File: src/hw/rtl/bgd_pkg.sv
`timescale 1ns / 1ps

package bgd_pkg;

  localparam int BUTTON_COUNT = 4;
  localparam int BTN_W        = (BUTTON_COUNT > 1) ? $clog2(BUTTON_COUNT) : 1;
  localparam int SHIFT_BIT    = 3;

  localparam int DEB_W  = 8;
  localparam int GAP_W  = 16;
  localparam int HOLD_W = 16;
  localparam int TAP_W  = 3;
  localparam int CFG_W  = 16;
  localparam int CFG_IDX_W = 3;

  localparam logic [TAP_W-1:0] TAP_MAX = 3'd4;

  localparam int FIFO_DEPTH = 4;
  localparam int FIFO_PTR_W = $clog2(FIFO_DEPTH);
  localparam int FIFO_CNT_W = $clog2(FIFO_DEPTH + 1);

  typedef enum logic [CFG_IDX_W-1:0] {
    CFG_DEBOUNCE = 3'd0,
    CFG_GAP      = 3'd1,
    CFG_LONG     = 3'd2,
    CFG_VLONG    = 3'd3,
    CFG_VVLONG   = 3'd4,
    CFG_VVVLONG  = 3'd5,
    CFG_ACTIVE   = 3'd6
  } cfg_reg_t;

  typedef enum logic [2:0] {
    G_SINGLE  = 3'd0,
    G_DOUBLE  = 3'd1,
    G_TRIPLE  = 3'd2,
    G_LONG    = 3'd3,
    G_VLONG   = 3'd4,
    G_VVLONG  = 3'd5,
    G_LONGEST = 3'd6
  } gesture_t;

  // Gestures that ended in one tick, one slot per button.
  typedef struct packed {
    logic                          shift;
    logic     [BUTTON_COUNT-1:0]   hit;
    gesture_t [BUTTON_COUNT-1:0]   gest;
  } tick_rec_t;

endpackage

File: src/hw/rtl/bgd_front.sv
`timescale 1ns / 1ps

module bgd_front import bgd_pkg::*; (
  input  logic                 clk,
  input  logic                 rst,
  input  logic                 cfg_we,
  input  logic [CFG_IDX_W-1:0] cfg_index,
  input  logic [CFG_W-1:0]     cfg_data,
  input  logic                 accept,
  input  logic [3:0]           raw_levels,
  output logic                 rec_push,
  output tick_rec_t            rec
);

  logic [DEB_W-1:0]  debounce_ticks;
  logic [GAP_W-1:0]  gap_ticks;
  logic [HOLD_W-1:0] long_limit;
  logic [HOLD_W-1:0] vlong_limit;
  logic [HOLD_W-1:0] vvlong_limit;
  logic [HOLD_W-1:0] vvvlong_limit;
  logic              active_level;

  logic [BUTTON_COUNT-1:0]              raw_prev, raw_prev_next;
  logic [BUTTON_COUNT-1:0]              stable_pressed, stable_pressed_next;
  logic [BUTTON_COUNT-1:0][DEB_W-1:0]   debounce_left, debounce_left_next;
  logic [BUTTON_COUNT-1:0]              debounce_running, debounce_running_next;
  logic [BUTTON_COUNT-1:0][GAP_W-1:0]   gap_left, gap_left_next;
  logic [BUTTON_COUNT-1:0]              gap_running, gap_running_next;
  logic [BUTTON_COUNT-1:0][TAP_W-1:0]   tap_count, tap_count_next;
  logic [BUTTON_COUNT-1:0][HOLD_W-1:0]  hold_ticks, hold_ticks_next;

  logic [DEB_W-1:0] deb_len;
  logic [GAP_W-1:0] gap_len;
  logic [BUTTON_COUNT-1:0] levels;

  function automatic gesture_t classify(input logic [TAP_W-1:0] taps,
                                        input logic [HOLD_W-1:0] h,
                                        input logic [HOLD_W-1:0] l0,
                                        input logic [HOLD_W-1:0] l1,
                                        input logic [HOLD_W-1:0] l2,
                                        input logic [HOLD_W-1:0] l3);
    gesture_t g;
    if (taps == 3'd2) begin
      g = G_DOUBLE;
    end else if (taps == 3'd3) begin
      g = G_TRIPLE;
    end else if (h < l0) begin
      g = G_SINGLE;
    end else if (h < l1) begin
      g = G_LONG;
    end else if (h < l2) begin
      g = G_VLONG;
    end else if (h < l3) begin
      g = G_VVLONG;
    end else begin
      g = G_LONGEST;
    end
    return g;
  endfunction

  assign deb_len = (debounce_ticks == '0) ? DEB_W'(1) : debounce_ticks;
  assign gap_len = (gap_ticks == '0) ? GAP_W'(1) : gap_ticks;

  always_comb begin
    for (int b = 0; b < BUTTON_COUNT; b++) begin
      levels[b] = (b < 4) ? raw_levels[b % 4] : 1'b0;
    end
  end

  always_comb begin
    logic              lvl;
    logic              pressed;
    logic [HOLD_W-1:0] h;
    logic [GAP_W-1:0]  g;
    logic              gr;
    logic [TAP_W-1:0]  t;
    logic              s;
    logic [DEB_W-1:0]  d;
    logic              dr;
    rec       = '0;
    rec.shift = (raw_levels[SHIFT_BIT] == active_level);
    for (int b = 0; b < BUTTON_COUNT; b++) begin
      lvl     = levels[b];
      pressed = (lvl == active_level);
      h  = hold_ticks[b];
      g  = gap_left[b];
      gr = gap_running[b];
      t  = tap_count[b];
      s  = stable_pressed[b];
      d  = debounce_left[b];
      dr = debounce_running[b];

      if (h != '1) begin
        h = h + HOLD_W'(1);
      end

      if (gr) begin
        if (g != '0) begin
          g = g - GAP_W'(1);
        end
        if (g == '0) begin
          if (s) begin
            g = gap_len;
          end else begin
            gr = 1'b0;
            if (t inside {[3'd1:3'd3]}) begin
              rec.hit[b]  = 1'b1;
              rec.gest[b] = classify(t, h, long_limit, vlong_limit, vvlong_limit,
                                     vvvlong_limit);
            end
            t = '0;
          end
        end
      end

      if (dr) begin
        if (d != '0) begin
          d = d - DEB_W'(1);
        end
        if (d == '0) begin
          dr = 1'b0;
          if (pressed != s) begin
            s  = pressed;
            g  = gap_len;
            gr = 1'b1;
            if (pressed) begin
              if (t < TAP_MAX) begin
                t = t + TAP_W'(1);
              end
              h = '0;
            end
          end
        end
      end

      if (lvl != raw_prev[b] && !dr) begin
        dr = 1'b1;
        d  = deb_len;
      end

      raw_prev_next[b]         = lvl;
      stable_pressed_next[b]   = s;
      debounce_left_next[b]    = d;
      debounce_running_next[b] = dr;
      gap_left_next[b]         = g;
      gap_running_next[b]      = gr;
      tap_count_next[b]        = t;
      hold_ticks_next[b]       = h;
    end
  end

  assign rec_push = accept && (rec.hit != '0);

  always_ff @(posedge clk) begin
    if (rst) begin
      debounce_ticks   <= DEB_W'(20);
      gap_ticks        <= GAP_W'(250);
      long_limit       <= HOLD_W'(1000);
      vlong_limit      <= HOLD_W'(2000);
      vvlong_limit     <= HOLD_W'(3000);
      vvvlong_limit    <= HOLD_W'(7000);
      active_level     <= 1'b1;
      raw_prev         <= '0;
      stable_pressed   <= '0;
      debounce_left    <= '0;
      debounce_running <= '0;
      gap_left         <= '0;
      gap_running      <= '0;
      tap_count        <= '0;
      hold_ticks       <= '0;
    end else begin
      if (cfg_we) begin
        case (cfg_reg_t'(cfg_index))
          CFG_DEBOUNCE: debounce_ticks <= cfg_data[DEB_W-1:0];
          CFG_GAP:      gap_ticks      <= cfg_data[GAP_W-1:0];
          CFG_LONG:     long_limit     <= cfg_data[HOLD_W-1:0];
          CFG_VLONG:    vlong_limit    <= cfg_data[HOLD_W-1:0];
          CFG_VVLONG:   vvlong_limit   <= cfg_data[HOLD_W-1:0];
          CFG_VVVLONG:  vvvlong_limit  <= cfg_data[HOLD_W-1:0];
          CFG_ACTIVE:   active_level   <= cfg_data[0];
          default: begin
          end
        endcase
      end
      if (accept) begin
        raw_prev         <= raw_prev_next;
        stable_pressed   <= stable_pressed_next;
        debounce_left    <= debounce_left_next;
        debounce_running <= debounce_running_next;
        gap_left         <= gap_left_next;
        gap_running      <= gap_running_next;
        tap_count        <= tap_count_next;
        hold_ticks       <= hold_ticks_next;
      end
    end
  end

  // A change of the debounced state always leaves the gap timer running.
  a_stable_starts_gap: assert property (@(posedge clk) disable iff (rst)
    ((stable_pressed ^ $past(stable_pressed)) & ~gap_running) == '0)
    else $error("debounced state changed without a running gap timer");

endmodule

File: src/hw/rtl/bgd_fifo.sv
`timescale 1ns / 1ps

module bgd_fifo import bgd_pkg::*; (
  input  logic      clk,
  input  logic      rst,
  input  logic      push,
  input  tick_rec_t wdata,
  output logic      full,
  input  logic      pop,
  output tick_rec_t rdata,
  output logic      empty
);

  tick_rec_t                entries [FIFO_DEPTH];
  logic [FIFO_PTR_W-1:0]    wr_ptr;
  logic [FIFO_PTR_W-1:0]    rd_ptr;
  logic [FIFO_CNT_W-1:0]    count;
  logic                     do_push;
  logic                     do_pop;

  assign full    = (count == FIFO_CNT_W'(FIFO_DEPTH));
  assign empty   = (count == '0);
  assign do_push = push && !full;
  assign do_pop  = pop && !empty;
  assign rdata   = entries[rd_ptr];

  always_ff @(posedge clk) begin
    if (do_push) begin
      entries[wr_ptr] <= wdata;
    end
  end

  always_ff @(posedge clk) begin
    if (rst) begin
      wr_ptr <= '0;
      rd_ptr <= '0;
      count  <= '0;
    end else begin
      if (do_push) begin
        wr_ptr <= wr_ptr + FIFO_PTR_W'(1);
      end
      if (do_pop) begin
        rd_ptr <= rd_ptr + FIFO_PTR_W'(1);
      end
      if (do_push && !do_pop) begin
        count <= count + FIFO_CNT_W'(1);
      end else if (do_pop && !do_push) begin
        count <= count - FIFO_CNT_W'(1);
      end
    end
  end

  a_count_bound: assert property (@(posedge clk) disable iff (rst)
    count <= FIFO_CNT_W'(FIFO_DEPTH))
    else $error("queue count above depth");

  a_push_fills: assert property (@(posedge clk) disable iff (rst)
    do_push |=> !empty)
    else $error("queue empty after a write");

endmodule

File: src/hw/rtl/bgd_back.sv
`timescale 1ns / 1ps

module bgd_back import bgd_pkg::*; (
  input  logic             clk,
  input  logic             rst,
  input  tick_rec_t        rdata,
  input  logic             q_empty,
  output logic             q_pop,
  output logic             empty,
  input  logic             pop,
  output logic [1:0]       button,
  output logic             shift_held,
  output logic [2:0]       gesture,
  output logic             last
);

  logic [BUTTON_COUNT-1:0]            cur_hit;
  gesture_t [BUTTON_COUNT-1:0]        cur_gest;
  logic                               cur_shift;

  logic                               out_valid;
  logic [BTN_W-1:0]                   out_button;
  logic                               out_shift;
  gesture_t                           out_gesture;
  logic                               out_last;

  logic                               load_out;
  logic                               take;
  logic [BTN_W-1:0]                   sel;
  logic [BUTTON_COUNT-1:0]            rest;
  logic [BUTTON_COUNT-1:0]            remain;

  always_comb begin
    sel = '0;
    for (int b = BUTTON_COUNT - 1; b >= 0; b--) begin
      if (cur_hit[b]) begin
        sel = BTN_W'(b);
      end
    end
  end

  assign rest     = cur_hit & (cur_hit - BUTTON_COUNT'(1));
  assign load_out = !out_valid || pop;
  assign take     = load_out && (cur_hit != '0);
  assign remain   = take ? rest : cur_hit;
  assign q_pop    = (remain == '0) && !q_empty;

  always_ff @(posedge clk) begin
    if (rst) begin
      cur_hit   <= '0;
      out_valid <= 1'b0;
    end else begin
      if (q_pop) begin
        cur_hit <= rdata.hit;
      end else begin
        cur_hit <= remain;
      end
      if (load_out) begin
        out_valid <= take;
      end
    end
  end

  always_ff @(posedge clk) begin
    if (q_pop) begin
      cur_gest  <= rdata.gest;
      cur_shift <= rdata.shift;
    end
    if (take) begin
      out_button  <= sel;
      out_shift   <= cur_shift;
      out_gesture <= cur_gest[sel];
      out_last    <= (rest == '0);
    end
  end

  assign empty      = !out_valid;
  assign button     = 2'(out_button);
  assign shift_held = out_shift;
  assign gesture    = out_gesture;
  assign last       = out_last;

  a_pending_shows: assert property (@(posedge clk) disable iff (rst)
    (cur_hit != '0 && !out_valid) |=> out_valid)
    else $error("pending gesture not moved to the output register");

endmodule

File: src/hw/rtl/button_gesture_detector_top.sv
`timescale 1ns / 1ps

// Channel   Handshake                  Data
// input     push / full                raw_levels
// result    empty / pop                button, shift_held, gesture, last
// config    cfg_we                     cfg_index, cfg_data
//
// A tick may be taken in every cycle while the queue has room.
// Each gesture is a separate transfer on the result side, so a tick with n gestures gives n transfers.
// The four-entry tick queue sets how far the input side may run ahead of the result side.
// Reset is synchronous and leaves the queue and the result register empty.
// A stall on pop fills the queue, and then full holds back the next tick.

module button_gesture_detector_top import bgd_pkg::*; (
  input  logic                 clk,
  input  logic                 rst,
  input  logic                 cfg_we,
  input  logic [CFG_IDX_W-1:0] cfg_index,
  input  logic [CFG_W-1:0]     cfg_data,
  input  logic                 push,
  output logic                 full,
  input  logic [3:0]           raw_levels,
  output logic                 empty,
  input  logic                 pop,
  output logic [1:0]           button,
  output logic                 shift_held,
  output logic [2:0]           gesture,
  output logic                 last
);

  logic      accept;
  logic      rec_push;
  tick_rec_t rec;
  tick_rec_t q_rdata;
  logic      q_empty;
  logic      q_pop;

  assign accept = push && !full;

  bgd_front u_front (
    .clk        (clk),
    .rst        (rst),
    .cfg_we     (cfg_we),
    .cfg_index  (cfg_index),
    .cfg_data   (cfg_data),
    .accept     (accept),
    .raw_levels (raw_levels),
    .rec_push   (rec_push),
    .rec        (rec)
  );

  bgd_fifo u_fifo (
    .clk   (clk),
    .rst   (rst),
    .push  (rec_push),
    .wdata (rec),
    .full  (full),
    .pop   (q_pop),
    .rdata (q_rdata),
    .empty (q_empty)
  );

  bgd_back u_back (
    .clk        (clk),
    .rst        (rst),
    .rdata      (q_rdata),
    .q_empty    (q_empty),
    .q_pop      (q_pop),
    .empty      (empty),
    .pop        (pop),
    .button     (button),
    .shift_held (shift_held),
    .gesture    (gesture),
    .last       (last)
  );

endmodule

File: config.mk
export PLATFORM = sky130hd
export DESIGN_NAME = button_gesture_detector_top
export DESIGN_NICKNAME = d
export VERILOG_FILES = /design/src/hw/rtl/bgd_pkg.sv /design/src/hw/rtl/bgd_front.sv /design/src/hw/rtl/bgd_fifo.sv /design/src/hw/rtl/bgd_back.sv /design/src/hw/rtl/button_gesture_detector_top.sv
export SDC_FILE = /design/constraint.sdc
export NUM_CORES = 1
export LEC_CHECK = 0
export ABC_AREA = 1
export CAP_MARGIN = 20
export CELL_PAD_IN_SITES_DETAIL_PLACEMENT = 1
export CELL_PAD_IN_SITES_GLOBAL_PLACEMENT = 2
export CORE_MARGIN = 2
export CORE_UTILIZATION = 34
export DETAILED_ROUTE_END_ITERATION = 6
export DONT_BUFFER_PORTS = 1
export PLACE_DENSITY_LB_ADDON = 0.1
export SLEW_MARGIN = 20
export SYNTH_ARGS = -nofsm -noshare
export SYNTH_HDL_FRONTEND = slang
export SYNTH_SLANG_ARGS = --single-unit
File: constraint.sdc
create_clock -name clk -period 2.9 [get_ports clk]
set_input_delay 0.58 -clock clk [delete_from_list [all_inputs] [get_ports clk]]
set_output_delay 0.58 -clock clk [all_outputs]
set_load 0.05 [all_outputs]
======== After elaboration in Yosys (flattened, before gate mapping) ========
Memories as Yosys holds them, arrays and structs flattened. A register that Yosys moved wholly into a read port is not among the register bits.
Index checks and enable logic that the tools add are counted.
cells by class
  $add $sub $neg .......................... 21
  order comparisons ....................... 29
  equal/unequal tests ..................... 31
  muxes and demuxes ....................... 208
  bitwise gates (word level) .............. 1
  reduce and logical (&&, ||, !) cells .... 70
operators with widths
  kind                   number
  $mux 16                53
  $lt 16x16->1           16
  $mux 3                 71
  $mux 8                 17
  $logic_not 16->1       5
  $add 16x1->16 const B  4
  $ne 16x16->1 const B   4
  $reduce_bool 16->1     4
  $sub 16x1->16 const B  4
  $mux 1                 54
  $logic_not 8->1        5
  $reduce_bool 8->1      4
  $sub 8x1->8 const B    4
  $eq 3x2->1 const B     10
  $reduce_and 2->1       11
  $mux 2                 10
  $logic_and 1x1->1      16
  $reduce_and 4->1       4
  $add 3x1->3 const B    5
  $eq 3x3->1 const B     4
  $ge 3x1->1 const B     4
  $le 3x2->1 const B     4
  $lt 3x3->1 const B     4
  $reduce_bool 2->1      5
  15 further kinds       38
word-level totals
  register bits ........................... 309
  memory bits (writable) .................. 68
  input port bits ......................... 28
  output and inout port bits .............. 9
  memories ................................ 1
memories
  memory          depth  bits a word  rd ports  clocked after memory_dff  write ports  RTL line        text
  u_fifo.entries  4      17           1         1                         1            bgd_fifo.sv:14  tick_rec_t entries [FIFO_DEPTH];

======== Depth between registers and ports, before layout ========
  depth in word-level cells ............... 13
  depth in mapped cells ................... 23
  mapped depth without buffers ............ 23

======== Hierarchy ========
Synthesis repeated with hierarchy kept, for this count alone.
unflattened totals
  cell total of the unflattened synthesis .. 3924
  area, all modules ....................... 26814.5 µm²
modules (own cells, without submodules)
  module                       times used  cells an instance  area an instance (µm²)  seq. area each (µm²)
  bgd_front                    1           3605               22733.1                 5545.3
  bgd_fifo                     1           234                3081.7                  2222.1
  bgd_back                     1           83                 989.7                   700.7
  button_gesture_detector_top  1           2                  10.0                    0.0

======== Least setup slack after synthesis ========
Ideal clock, no wire load.
  path kind ............................... reg2reg
  start ................................... reg u_fifo.count[0]
  end ..................................... reg u_fifo.count[1]
  setup time .............................. 0.116 ns
  arrival time ............................ 3.484 ns
  slack ................................... -0.700 ns
  stages on the path, launching flop included .. 12
  buffers on the path ..................... 2
  cell sequence ........................... dfxtp_1 -> nor3_1 -> nor2_2 -> inv_1 -> buf_2 -> buf_1 -> nor2_1 -> ha_1 -> inv_1 -> fa_1 -> o21ai_0 -> nor2_1
between the ends
  longest elaborated chain between the ends .. 8
  elaborated cells between the ends (all ways) .. 18
  those cells by class .................... add/sub (2); eq/ne (1); mux (2); reduce/logical (13)
RTL lines
  what                                RTL line                                           text
  start, declared                     bgd_fifo.sv:17                                     logic [FIFO_CNT_W-1:0] count;
  start signal, assigned              bgd_fifo.sv:46                                     count <= count + FIFO_CNT_W'(1);
  start signal, assigned              bgd_fifo.sv:48                                     count <= count - FIFO_CNT_W'(1);
  $eq 3x3->1 (*)                      bgd_fifo.sv:21                                     assign full = (count == FIFO_CNT_W'(FIFO_DEPTH));
  net full                            button_gesture_detector_top.sv:21                  output logic full,
  $logic_not 1->1 (*)                 bgd_fifo.sv:23, button_gesture_detector_top.sv:38
  $logic_and 1x1->1                   button_gesture_detector_top.sv:38                  assign accept = push && !full;
  $logic_and 1x1->1                   bgd_front.sv:152                                   assign rec_push = accept && (rec.hit != '0);
  $logic_and 1x1->1 (*)               bgd_fifo.sv:23                                     assign do_push = push && !full;
  net u_fifo.do_push                  bgd_fifo.sv:18                                     logic do_push;
  $logic_not 1->1                     bgd_fifo.sv:47                                     end else if (do_pop && !do_push) begin
  $logic_and 1x1->1                   bgd_fifo.sv:47
  $reduce_bool 2->1 (no source line)  n/a
Mark *: on every way through the listed nets, which the timed path passes. The rest lies on a longest branch. The select of a mux whose other input is x is not followed.
A chain may end at the register's enable or synchronous reset.

======== Worst setup path after layout ========
  start ................................... reg u_front.gap_left[0] (netlist name)
  end ..................................... reg u_fifo.count[2]
between the ends
  longest elaborated chain between the ends .. 12
  elaborated cells between the ends (all ways) .. 15
  those cells by class .................... add/sub (1); mux (5); reduce/logical (9)
RTL lines
  what                                                        RTL line                          text
  start, declared                                             bgd_front.sv:27                   logic [BUTTON_COUNT-1:0][GAP_W-1:0] gap_left, gap_left_next;
  start signal, assigned                                      bgd_front.sv:190                  gap_left <= gap_left_next;
  $sub 16x1->16 / $reduce_bool 16->1 (equally long branches)  bgd_front.sv:99, bgd_front.sv:98
  $mux 16 (*)                                                 bgd_front.sv:98                   if (g != '0) begin
  $mux 16 (*)                                                 bgd_front.sv:97                   if (gr) begin
  $logic_not 16->1 (*)                                        bgd_front.sv:101                  if (g == '0) begin
  $mux 1 (*)                                                  bgd_front.sv:101
  $mux 1 (*)                                                  bgd_front.sv:97
  $reduce_bool 4->1 (*)                                       bgd_front.sv:152
  $logic_and 1x1->1 (*)                                       bgd_front.sv:152
  $logic_and 1x1->1 (*)                                       bgd_fifo.sv:23
  net u_fifo.do_push                                          bgd_fifo.sv:18
  $logic_not 1->1                                             bgd_fifo.sv:47
  $logic_and 1x1->1                                           bgd_fifo.sv:47
  $reduce_bool 2->1 (no source line)                          n/a
Marks and branches as above.

==> flow_summary.html <==
<table>
<tr><th>Metric</th><th>Value</th></tr>
<tr><th colspan="2">Clocking</th></tr>
<tr><td>Insertion delay to the later sink of the worst-skew pair</td><td>0.63 ns</td></tr>
<tr><td>CTS Root Buffer Type</td><td>clkbuf_16</td></tr>
<tr><td>Post-cts hold buffer count</td><td>0</td></tr>
<tr><td>CTS HTree Levels</td><td>2</td></tr>
<tr><td>Clock buffer count from CTS</td><td>50</td></tr>
<tr><td>CTS sink count</td><td>379</td></tr>
<tr><td>Clock tree from TritonCTS</td><td>done</td></tr>
<tr><td>Deepest clock path buffer count</td><td>3</td></tr>
<tr><td>Worst-path clk slew</td><td>0.06 ns</td></tr>
<tr><th colspan="2">Setup path</th></tr>
<tr><td>Crit path top cell by count</td><td>nand4_1</td></tr>
<tr><td>Type of origin of the critical path</td><td>flop</td></tr>
<tr><td>CP top delay family</td><td>simple AND/OR/NAND/NOR gates</td></tr>
<tr><td>CP max-delay cell</td><td>fa_2</td></tr>
<tr><td>Setup CP Type</td><td>flop to flop</td></tr>
<tr><td>Arrival time of the worst setup path</td><td>3.74 ns</td></tr>
<tr><td>Cell breakdown of the critical path</td><td>inv_2, ha_4, nand3_4, inv_2, nand4_1, buf_4, nand2_2, nand4_1, nor2_2, and2_4, nand4_1, nand2_2, nor2_2, nor2_1, ha_1, inv_1, fa_2, a21oi_2, o21ai_1, o21ai_1, a21oi_1</td></tr>
<tr><td>Buffers &amp; Inverters on Critical Path</td><td>4</td></tr>
<tr><td>Critical Path Sink Type</td><td>flop</td></tr>
<tr><td>Maximum fanout along the worst path</td><td>5</td></tr>
<tr><td>Slowest cell delay on critical path</td><td>0.36 ns</td></tr>
<tr><td>Required time worst endpoint</td><td>3.40 ns</td></tr>
<tr><th colspan="2">Synth</th></tr>
<tr><td>Simple-gate portion of the synthesized area</td><td>29.9%</td></tr>
<tr><td>Post-Synth Adder-Cell Area</td><td>12.2%</td></tr>
<tr><td>Ranking of synthesized cells by instance count</td><td>nand2_1 (1102), inv_1 (413), nor2_1 (401)</td></tr>
<tr><td>Synth Area in XOR/XNOR</td><td>2.18%</td></tr>
<tr><td>Number of flops mapped to enable cells by yosys</td><td>88</td></tr>
<tr><td>Fraction of synthesis flops using an asynchronous set or reset pin</td><td>0%</td></tr>
<tr><td>Netlist area before placement</td><td>0.0273 sq mm</td></tr>
<tr><td>Yosys warnings</td><td>0</td></tr>
<tr><td>Count of unique library cells instantiated by Yosys</td><td>59</td></tr>
<tr><td>Compound-Gate Fraction of Synth Area</td><td>16.3%</td></tr>
<tr><td>Top-count cell post-synth</td><td>nand2_1</td></tr>
<tr><td>Number of synthesized register bits</td><td>379</td></tr>
<tr><td>Total nets after synthesis</td><td>4310</td></tr>
<tr><td>Avg Synthesized Cell Area</td><td>6.79 sq um</td></tr>
<tr><td>Fraction of synthesized area in multiplexers</td><td>0%</td></tr>
<tr><td>Share of synthesized area occupied by flip-flops and latches</td><td>31.0%</td></tr>
<tr><td>Cell type with the highest aggregate area in the netlist</td><td>dfxtp_1</td></tr>
<tr><td>Dominant cells by area after synthesis</td><td>dfxtp_1 (21%), nand2_1 (15%), ha_1 (12%)</td></tr>
<tr><td>Prevailing post-synth register cell</td><td>dfxtp_1</td></tr>
<tr><td>Area fraction of the dominant cell type after synthesis</td><td>21.4%</td></tr>
<tr><td>Post-synthesis instance total</td><td>4016</td></tr>
<tr><td>Main combinational cell family by area after synthesis</td><td>simple AND/OR/NAND/NOR gates</td></tr>
<tr><th colspan="2">Run</th></tr>
<tr><td>Max-Cap Viols</td><td>0</td></tr>
<tr><th colspan="2">Cells and area</th></tr>
<tr><td>Fill count</td><td>9896</td></tr>
<tr><td>Design Area, Final</td><td>0.0374 sq mm</td></tr>
<tr><td>Final cell count without fillers</td><td>5686</td></tr>
<tr><td>Nets</td><td>4888</td></tr>
<tr><td>Area added between synthesis and finish</td><td>37.1%</td></tr>
<tr><td>Proportion of layout cells with a drive suffix above 1</td><td>27.8%</td></tr>
<tr><th colspan="2">Floorplan</th></tr>
<tr><td>Core Region</td><td>0.0793 sq mm</td></tr>
<tr><td>Num ports</td><td>37</td></tr>
<tr><td>Initial core utilization</td><td>34.4%</td></tr>
<tr><td>Site row count</td><td>103</td></tr>
<tr><td>Full die area</td><td>0.0825 sq mm</td></tr>
<tr><td>Die Y</td><td>287 um</td></tr>
<tr><td>Overall die width</td><td>287 um</td></tr>
<tr><th colspan="2">Route</th></tr>
<tr><td>First-pass iteration count of the detailed router</td><td>5</td></tr>
<tr><td>Final routed wirelength across all metal layers</td><td>111 mm</td></tr>
<tr><td>DRT iter0 DRCs</td><td>1468</td></tr>
<tr><td>Detailed-route DRC error count</td><td>0</td></tr>
<tr><td>Via count</td><td>29100</td></tr>
<tr><td>Antenna Violating Nets Remaining</td><td>0</td></tr>
<tr><td>Via-per-instance ratio</td><td>5.13</td></tr>
<tr><td>Routed len/inst</td><td>19.5 um</td></tr>
<tr><th colspan="2">STA</th></tr>
<tr><td>Setup repair after global routing missed its margin</td><td>yes</td></tr>
<tr><td>Max-slew violation total from the final report</td><td>0</td></tr>
<tr><td>Final count of negative-setup-slack endpoints</td><td>114</td></tr>
<tr><td>Slew of the pin with the lowest slew margin</td><td>0.870 ns</td></tr>
<tr><td>Final Hold Vio Count</td><td>0</td></tr>
<tr><td>Worst clock skew</td><td>0.0381 ns</td></tr>
<tr><td>Final worst path period share</td><td>111%</td></tr>
<tr><td>Final worst setup slack</td><td>-0.332 ns</td></tr>
<tr><td>Post-layout minimum cycle time</td><td>3.23 ns</td></tr>
<tr><td>Setup TNS</td><td>-11.56 ns</td></tr>
<tr><td>Slew margin rel.</td><td>42.0%</td></tr>
<tr><td>Fmax</td><td>309 MHz</td></tr>
<tr><th colspan="2">Global route</th></tr>
<tr><td>Number of antenna violations at the first check in global routing</td><td>1</td></tr>
<tr><td>Total global routing track utilization</td><td>26.1%</td></tr>
<tr><td>First-pass GRT wire length</td><td>167 mm</td></tr>
<tr><td>Via count of the first global-routing pass</td><td>28800</td></tr>
<tr><td>Total global routing overflow</td><td>0</td></tr>
<tr><td>Pin count of the biggest net entering global routing</td><td>144</td></tr>
<tr><th colspan="2">Min path</th></tr>
<tr><td>Min-Delay Path Class</td><td>primary input to flop</td></tr>
<tr><th colspan="2">Placement</th></tr>
<tr><td>Port Buffers</td><td>0</td></tr>
<tr><td>Placed Cells incl. Taps</td><td>5500</td></tr>
<tr><td>Total placed instance area</td><td>0.0325 sq mm</td></tr>
<tr><td>Weighted congestion at the end of routability-driven global placement</td><td>0.860</td></tr>
<tr><td>HPWL after detailed placement</td><td>81.1 mm</td></tr>
<tr><th colspan="2">Pwr</th></tr>
<tr><td>Lkg Pwr</td><td>17.1 nW</td></tr>
<tr><td>VDD IR max</td><td>0.000616 V</td></tr>
<tr><td>Total power density per cell area</td><td>615 mW/mm^2</td></tr>
<tr><th colspan="2">Outcome</th></tr>
<tr><td>Violations in the final reports</td><td>setup timing</td></tr>
<tr><td>Result of the run</td><td>complete, but fails checks</td></tr>
</table>
## registers in the layout, indices dropped and copies added (netlist names), 2 cells and up, named ones only
name and flops:
u_fifo.wr_ptr 2, u_back.gesture 3, u_front.gap_running 4, u_front.stable_pressed 4, u_front.long_limit 16, u_front.debounce_ticks 8, u_front.hold_ticks 64, u_front.debounce_running 4
u_fifo.rd_ptr 2, u_front.gap_left 64, u_back.button 2, u_front.vlong_limit 16, u_fifo.entries 68, u_front.vvlong_limit 16, u_front.gap_ticks 16, u_front.raw_prev 4
u_front.tap_count 12, u_fifo.count 3, u_back.cur_gest 12, u_front.vvvlong_limit 16, u_front.debounce_left 32, u_back.cur_hit 4
## layout by cell type (no fill, tap or decap), types with 9 or more instances in the layout
cell	count
dfxtp_1	274
nor3_4	18
o21ai_0	261
o211ai_1	44
nor2_2	54
nand4_1	44
a21oi_2	53
inv_1	380
nor2_4	31
buf_12	13
xor2_1	48
o21ai_1	29
edfxtp_1	88
clkinv_2	10
buf_4	596
a211oi_2	14
nand3_2	25
buf_6	36
clkbuf_1	9
nand3_1	189
nor3_1	14
nor3_2	16
nand3_4	10
ha_1	207
ha_4	55
inv_2	61
o21ai_2	16
nand2_4	24
nor2_1	350
nand2_1	1018
dfxtp_2	10
a21oi_4	10
a31oi_1	15
o22ai_1	23
a21oi_1	299
nand2_2	100
bufinv_16	11
clkbuf_16	51
## worst register-to-register path, delay by kind of cell (launching register included)
kind,cells,cell delay [ns]
simple gates,10,1.32
fa+ha+maj,3,0.66
buf+inv,4,0.43
compound gates,4,0.38
flops,1,0.32
## report_power, final
group	internal, mW	switching, mW
sequential	6.10	0.674
clock	4.39	2.69
combinational	3.53	5.63
## cell families after synthesis
| family | Yosys count |
|---|---|
| DFF | 379 |
| buffers and inverters | 573 |
| and+or+nand+nor | 1927 |
| xor gates and xnor gates | 68 |
| adders and majority gates | 266 |
| AOI/OAI and AO/OA | 803 |
## path summary, 6_finish.rpt
path	from	endpoint	slack [ns]	cells after the start
max	u_front.gap_left[0]	u_fifo.count[2]	-0.33	21
min	rst	u_front.gap_left[60]	0.08	1
max reg2reg	u_front.gap_left[0]	u_fifo.count[2]	-0.33	21
min reg2reg	u_back.cur_shift	u_back.shift_held	0.44	0
## metrics by stage
stage               hold slack, ns  power (mW)  utilization (%)  setup slack (ns)
floorplan                    0.400        12.2                -          0.000153
global placement             0.429        15.5             41.0            -0.579
detailed placement           0.443        15.6             41.0            -0.711
CTS                        0.00963        23.1             45.8            -0.312
global route                0.0408        24.6             47.2            -0.514
finish                      0.0753        23.0             47.2            -0.332
## layer usage
| layer | up-vias | global-route usage, % | part of all wire [%] | wire (um) |
|---|---|---|---|---|
| li1 | 14500 | - | - | - |
| met1 | 14100 | 36.7 | 48 | 53500 |
| met2 | 463 | 41.8 | 45 | 49600 |
| met3 | 130 | 3.30 | 4.3 | 4740 |
| met4 | 0 | 7.07 | 2.5 | 2800 |
| met5 | - | 0 | 0 | 0 |
## layout make-up
cell class,instances,area (sq um),share of cell area [%]
Antenna cell,1,2.50,0.00669
Clock buffer,66,1390,3.72
Clock inverter,27,473,1.26
Inverter,452,1720,4.59
Multi-Input combinational cell,3065,18800,50.4
Sequential cell,379,8510,22.7
Tap cell,1050,1310,3.51
Timing Repair Buffer,646,5150,13.8
## what timing repair did
action                     4_1_cts  5_1_grt
cloned                           4        0
setup endpoints to repair      118      190
setup buffers                   68       31
resized for setup              309      212
pin swaps                      163      148
(Power assumes the default switching activity.)
